--- src/rtl/evg_pkg.sv ---
`default_nettype none

package evg_pkg;

    // Default parameter values.
    localparam int MAX_POINTS_DEF       = 64;
    localparam int PHASE_BITS_DEF       = 24;
    localparam int SINE_TABLE_DEPTH_DEF = 1024;

    // Field widths of a request and of a vertex.
    localparam int CENTER_W = 16;
    localparam int RADIUS_W = 15;
    localparam int COUNT_W  = 7;
    localparam int VERTEX_W = 17;
    localparam int IN_W     = 72;
    localparam int OUT_W    = 40;

    // Commands from the controller to the datapath.
    typedef struct packed {
        logic load;
        logic div_step;
        logic div_top;
        logic issue;
        logic last;
    } evg_cmd_t;

    // Status from the datapath to the controller.
    typedef struct packed {
        logic advance;
        logic empty;
    } evg_status_t;

endpackage

`default_nettype wire

--- src/rtl/evg_ctrl.sv ---
`default_nettype none

module evg_ctrl #(
    parameter int MAX_POINTS = evg_pkg::MAX_POINTS_DEF,
    parameter int PHASE_BITS = evg_pkg::PHASE_BITS_DEF
) (
    input  wire logic                          clk,
    input  wire logic                          rst_n,
    input  wire logic                          start,
    input  wire logic [evg_pkg::COUNT_W-1:0]   point_count,
    input  wire evg_pkg::evg_status_t          status,
    output logic                               idle,
    output logic [$clog2(MAX_POINTS+1)-1:0]    divisor,
    output evg_pkg::evg_cmd_t                  cmd
);
    import evg_pkg::*;

    localparam int NW = $clog2(MAX_POINTS + 1);
    localparam int CW = $clog2(PHASE_BITS + 1);

    typedef enum logic [1:0] {
        ST_IDLE,
        ST_DIVIDE,
        ST_ISSUE,
        ST_DRAIN
    } state_t;

    state_t          state_reg, state_next;
    logic [NW-1:0]   count_reg, count_next;
    logic [NW-1:0]   index_reg, index_next;
    logic [CW-1:0]   step_reg, step_next;
    logic [NW-1:0]   clamped;

    // Clamp the vertex count to the supported range.
    always_comb
    begin
        if (int'(point_count) < 3)
            clamped = NW'(3);
        else if (int'(point_count) > MAX_POINTS)
            clamped = NW'(MAX_POINTS);
        else
            clamped = NW'(point_count);
    end

    assign idle    = (state_reg == ST_IDLE);
    assign divisor = count_reg - NW'(2);

    // Next-state and command logic.
    always_comb
    begin
        state_next = state_reg;
        count_next = count_reg;
        index_next = index_reg;
        step_next  = step_reg;
        cmd        = '0;
        case (state_reg)
            ST_IDLE:
            begin
                if (start)
                begin
                    cmd.load   = 1'b1;
                    count_next = clamped;
                    index_next = '0;
                    step_next  = CW'(PHASE_BITS);
                    state_next = ST_DIVIDE;
                end
            end
            ST_DIVIDE:
            begin
                cmd.div_step = 1'b1;
                cmd.div_top  = (step_reg == CW'(PHASE_BITS));
                step_next    = step_reg - CW'(1);
                if (step_reg == '0)
                    state_next = ST_ISSUE;
            end
            ST_ISSUE:
            begin
                if (status.advance)
                begin
                    cmd.issue  = 1'b1;
                    cmd.last   = (index_reg == count_reg - NW'(1));
                    index_next = index_reg + NW'(1);
                    if (cmd.last)
                        state_next = ST_DRAIN;
                end
            end
            ST_DRAIN:
            begin
                if (status.empty)
                    state_next = ST_IDLE;
            end
            default:
            begin
                state_next = ST_IDLE;
            end
        endcase
    end

    // State and counters.
    always_ff @(posedge clk or negedge rst_n)
    begin
        if (!rst_n)
        begin
            state_reg <= ST_IDLE;
            count_reg <= NW'(3);
            index_reg <= '0;
            step_reg  <= '0;
        end
        else
        begin
            state_reg <= state_next;
            count_reg <= count_next;
            index_reg <= index_next;
            step_reg  <= step_next;
        end
    end

endmodule

`default_nettype wire

--- config.mk ---
export PLATFORM = sky130hd
export DESIGN_NAME = evg_ctrl
export DESIGN_NICKNAME = d
export VERILOG_FILES = /design/src/rtl/evg_pkg.sv /design/src/rtl/evg_ctrl.sv
export SDC_FILE = /design/constraint.sdc
export NUM_CORES = 1
export LEC_CHECK = 0
export BUFFER_PORTS_ARGS = -buffer_cell sky130_fd_sc_hd__buf_2
export CORE_MARGIN = 3
export CORE_UTILIZATION = 25
export DETAILED_ROUTE_END_ITERATION = 7
export HOLD_SLACK_MARGIN = 0.08
export PLACE_DENSITY_LB_ADDON = 0.2
export SYNTH_ARGS = -nofsm -noshare
export SYNTH_HDL_FRONTEND = slang
export SYNTH_SLANG_ARGS = --single-unit
--- constraint.sdc ---
create_clock -name clk -period 2.2 [get_ports clk]
set_input_delay 0.11 -clock clk [delete_from_list [all_inputs] [get_ports clk]]
set_output_delay 0.11 -clock clk [all_outputs]
set_load 0.01 [all_outputs]
==> results_dict.tcl <==
set metrics [dict create \
    place.gp.congestion 0.732 \
    final.fill_count 628 \
    clockRootBuffer "clkbuf_8" \
    length_of_routed_met2_wiring_um 1470 \
    chipWidth_um 82.6 \
    initial_antenna_violation_count 0 \
    asyncSetResetFlopFracSynth_pct 100 \
    postSynthRegisterBits 21 \
    synth_top_family_by_area "simple AND/OR/NAND/NOR gates" \
    max-slew-margin-rel_pct 66.3 \
    synth.lib_cells_used.distinct 36 \
    timing.final.crit_share_pct 96.2 \
    leakagePower_nw 0.888 \
    syn2layout_area_growth_pct 28.0 \
    groute.usage.overall_pct 10.9 \
    synth_edf_count 0 \
    start_util_pct 26.2 \
    skew_ns 0.00547 \
    ctsHtreeMaxLevel 1 \
    synth_xor_xnor_area_share_pct 10.1 \
    max-cap-violations 0 \
    total_wire_length_um 3330 \
    cp-start-kind "register" \
    cts_made_buffers 3 \
    holdCritPathClass "in2reg" \
    power_mw 2.69 \
    grt_first_pass_wirelength_um 5640 \
    dpl_cell_area_um2 1710 \
    synthesis.instances 166 \
    tightestPinTransition_ns 0.505 \
    final_cells 276 \
    synthDominantAreaCellType "dfrtp_1" \
    layout.cells.most_common_list "24 x buf_2, 19 x dfrtp_1, 16 x nand2_1" \
    m1WireLength_um 1670 \
    fin_hold_viols 0 \
    regArea_um2 528 \
    grt.overflow.total 0 \
    final_antenna_net_count 0 \
    layout-drive-gt1-share_pct 30.4 \
    synth_flop_cell "dfrtp_1" \
    synth_nets 188 \
    worstSkewPairLatency_ns 0.26 \
    synth-compound-area-share_pct 14.2 \
    finish.instance_area_um2 1880 \
    synthSimpleGateAreaFrac_pct 24.0 \
    synth.cell_area_um2 1470 \
    crit_path_max_fanout 4 \
    clock_sink_count 21 \
    synth_seq_area_share_pct 36.0 \
    cts-root-to-sink-buffers 2 \
    synth_top_area_share_pct 32.4 \
    powerDensity_nw_per_um2 1430 \
    clock_tree_from_tritoncts "yes" \
    firstDrtPassIters 4 \
    synth.area.top_cells "dfrtp_1 32%, ha_1 8.5%, xor2_1 6.0%" \
    floorplan.rows 27 \
    wl_met3_um 141 \
    mux_contribution_to_synthesized_area_pct 2.13 \
    ir_worst_vdd_v 0.000463 \
    top_layer_used_by_detailed_routing "met4" \
    grt_start_max_net_pins 22 \
    place.detailed.instances 264 \
    via_count_of_the_first_global_routing_pass 1199 \
    final_max_slew_viol_count 0 \
    dr.first_iter.drc_count 19 \
    category_of_the_worst_setup_path_capture_point "register" \
    die_area_um2 6830 \
    post_synth_fa_ha_maj_area_fraction_pct 8.53 \
    final_nets 227 \
    dp.final_hpwl_um 2530 \
    maxClockFrequency_ghz 0.472 \
    die_y_um 82.6 \
    multiInputGateArea_um2 918 \
    via_count 1235 \
    routed_via_density 4.47 \
    final_core_utilization_pct 33.5 \
    run_status "complete, no violations" \
    antennaDiodeCount 0 \
    ys_warn_count 0 \
    num_io_pins 25 \
    crit_arrival_ns 2.27 \
    place.port_buffers 24 \
    core_ar_um2 5610 \
    timing_worst_setup_path_type "reg2reg" \
    drcViolationCount 0 \
    time_the_worst_path_needs_with_i_o_delays_and_setup_ns 2.12 \
    detail_route.wl_per_cell_um 12.1 \
    report.final.setup_viol 0 \
    clock_slew_at_reported_path_ffs_ns 0.08 \
    worstPathRequired_ns 2.35 \
    mostFrequentLayoutCell "buf_2" \
    synth_area_per_cell_um2 8.84 \
]
-- final cells by class --
cell class | count | share of cell area (%)
Inverter | 11 | 2.33
Tap cell | 72 | 4.80
Multi-Input combinational cell | 127 | 48.9
Sequential cell | 21 | 28.1
Timing Repair Buffer | 41 | 13.5
Clock buffer | 4 | 2.40
-- power by group --
part	internal, mW	switching (mW)	total, mW	leakage [nW]
Combinational	0.839	0.864	1.70	0.604
Clock	0.129	0.132	0.261	0.0228
Sequential	0.539	0.184	0.724	0.261
Total	1.51	1.18	2.69	0.888
-- critical path, cell delays in order, from the launching register on --
cell,delay [ns]
dfrtp_1,0.39
inv_2,0.07
ha_1,0.14
or4b_4,0.47
a2111oi_4,0.43
o221ai_2,0.13
or3b_1,0.37
-- per-layer routing --
layer | vias up | global-route usage, %
met2 | 25 | 17.3
met1 | 560 | 14.4
li1 | 646 | -
met5 | - | 0
met4 | 0 | 3.10
met3 | 4 | 2.82
-- what timing repair did --
action                                 4_1_cts  5_1_grt
hold buffers                                 2        0
resized for setup                            3       11
endpoints found under the hold margin       21        0
pin swaps                                    1        6
setup endpoints to repair                    2        2
buffers inserted                             0        6
-- kinds of logic after synthesis --
family / after synthesis
AOI/OAI and AO/OA: 29
xor gates and xnor gates: 17
adders and majority gates: 10
buffers and inverters: 18
DFF: 21
muxes: 3
and+or+nand+nor: 68
-- worst paths after layout --
kind | startpoint | endpoint | slack (ns) | depth (start not counted)
setup / recovery | step_reg[1]$_DFFE_PN0P_ | state_reg[1]$_DFFE_PN0P_ | 0.08 | 6
hold / removal | point_count[4] | count_reg[4]$_DFFE_PN0P_ | 0.11 | 3
setup reg to reg | step_reg[1]$_DFFE_PN0P_ | state_reg[1]$_DFFE_PN0P_ | 0.08 | 6
hold reg to reg | count_reg[1]$_DFFE_PN1P_ | count_reg[1]$_DFFE_PN1P_ | 0.50 | 2
max in group asynchronous | rst_n | count_reg[1]$_DFFE_PN1P_ | 1.49 | 2
min in group asynchronous | rst_n | step_reg[2]$_DFFE_PN0P_ | 0.34 | 2
-- synth_stat cells, types with 2 or more instances --
cell	n
o31ai_1	2
xnor2_1	7
a21oi_1	5
nand3b_1	2
nor4_1	2
nor2_1	16
nand2b_1	4
and3_1	4
dfstp_2	2
nor2b_1	3
a22o_1	2
ha_1	10
nor3_1	2
o21ai_0	12
dfrtp_1	19
nand3_1	10
nand2_1	16
mux2i_1	2
inv_1	11
o22ai_1	2
xor2_1	10
clkbuf_1	5
nor3b_1	4
buf_4	2
-- through the flow --
| step | TNS [ns] | hold WS, ns | worst slack (ns) |
|---|---|---|---|
| 5_1_grt | -0.0186 | 0.119 | -0.0107 |
| 3_3_place_gp | 0 | 0.118 | 0.0404 |
| 2_1_floorplan | 0 | -0.186 | 0.0985 |
| 3_5_place_dp | 0 | 0.114 | 0.00302 |
| 6_report | 0 | 0.110 | 0.0826 |
| 4_1_cts | -0.00638 | 0.104 | -0.00638 |
(Power assumes the default switching activity.)
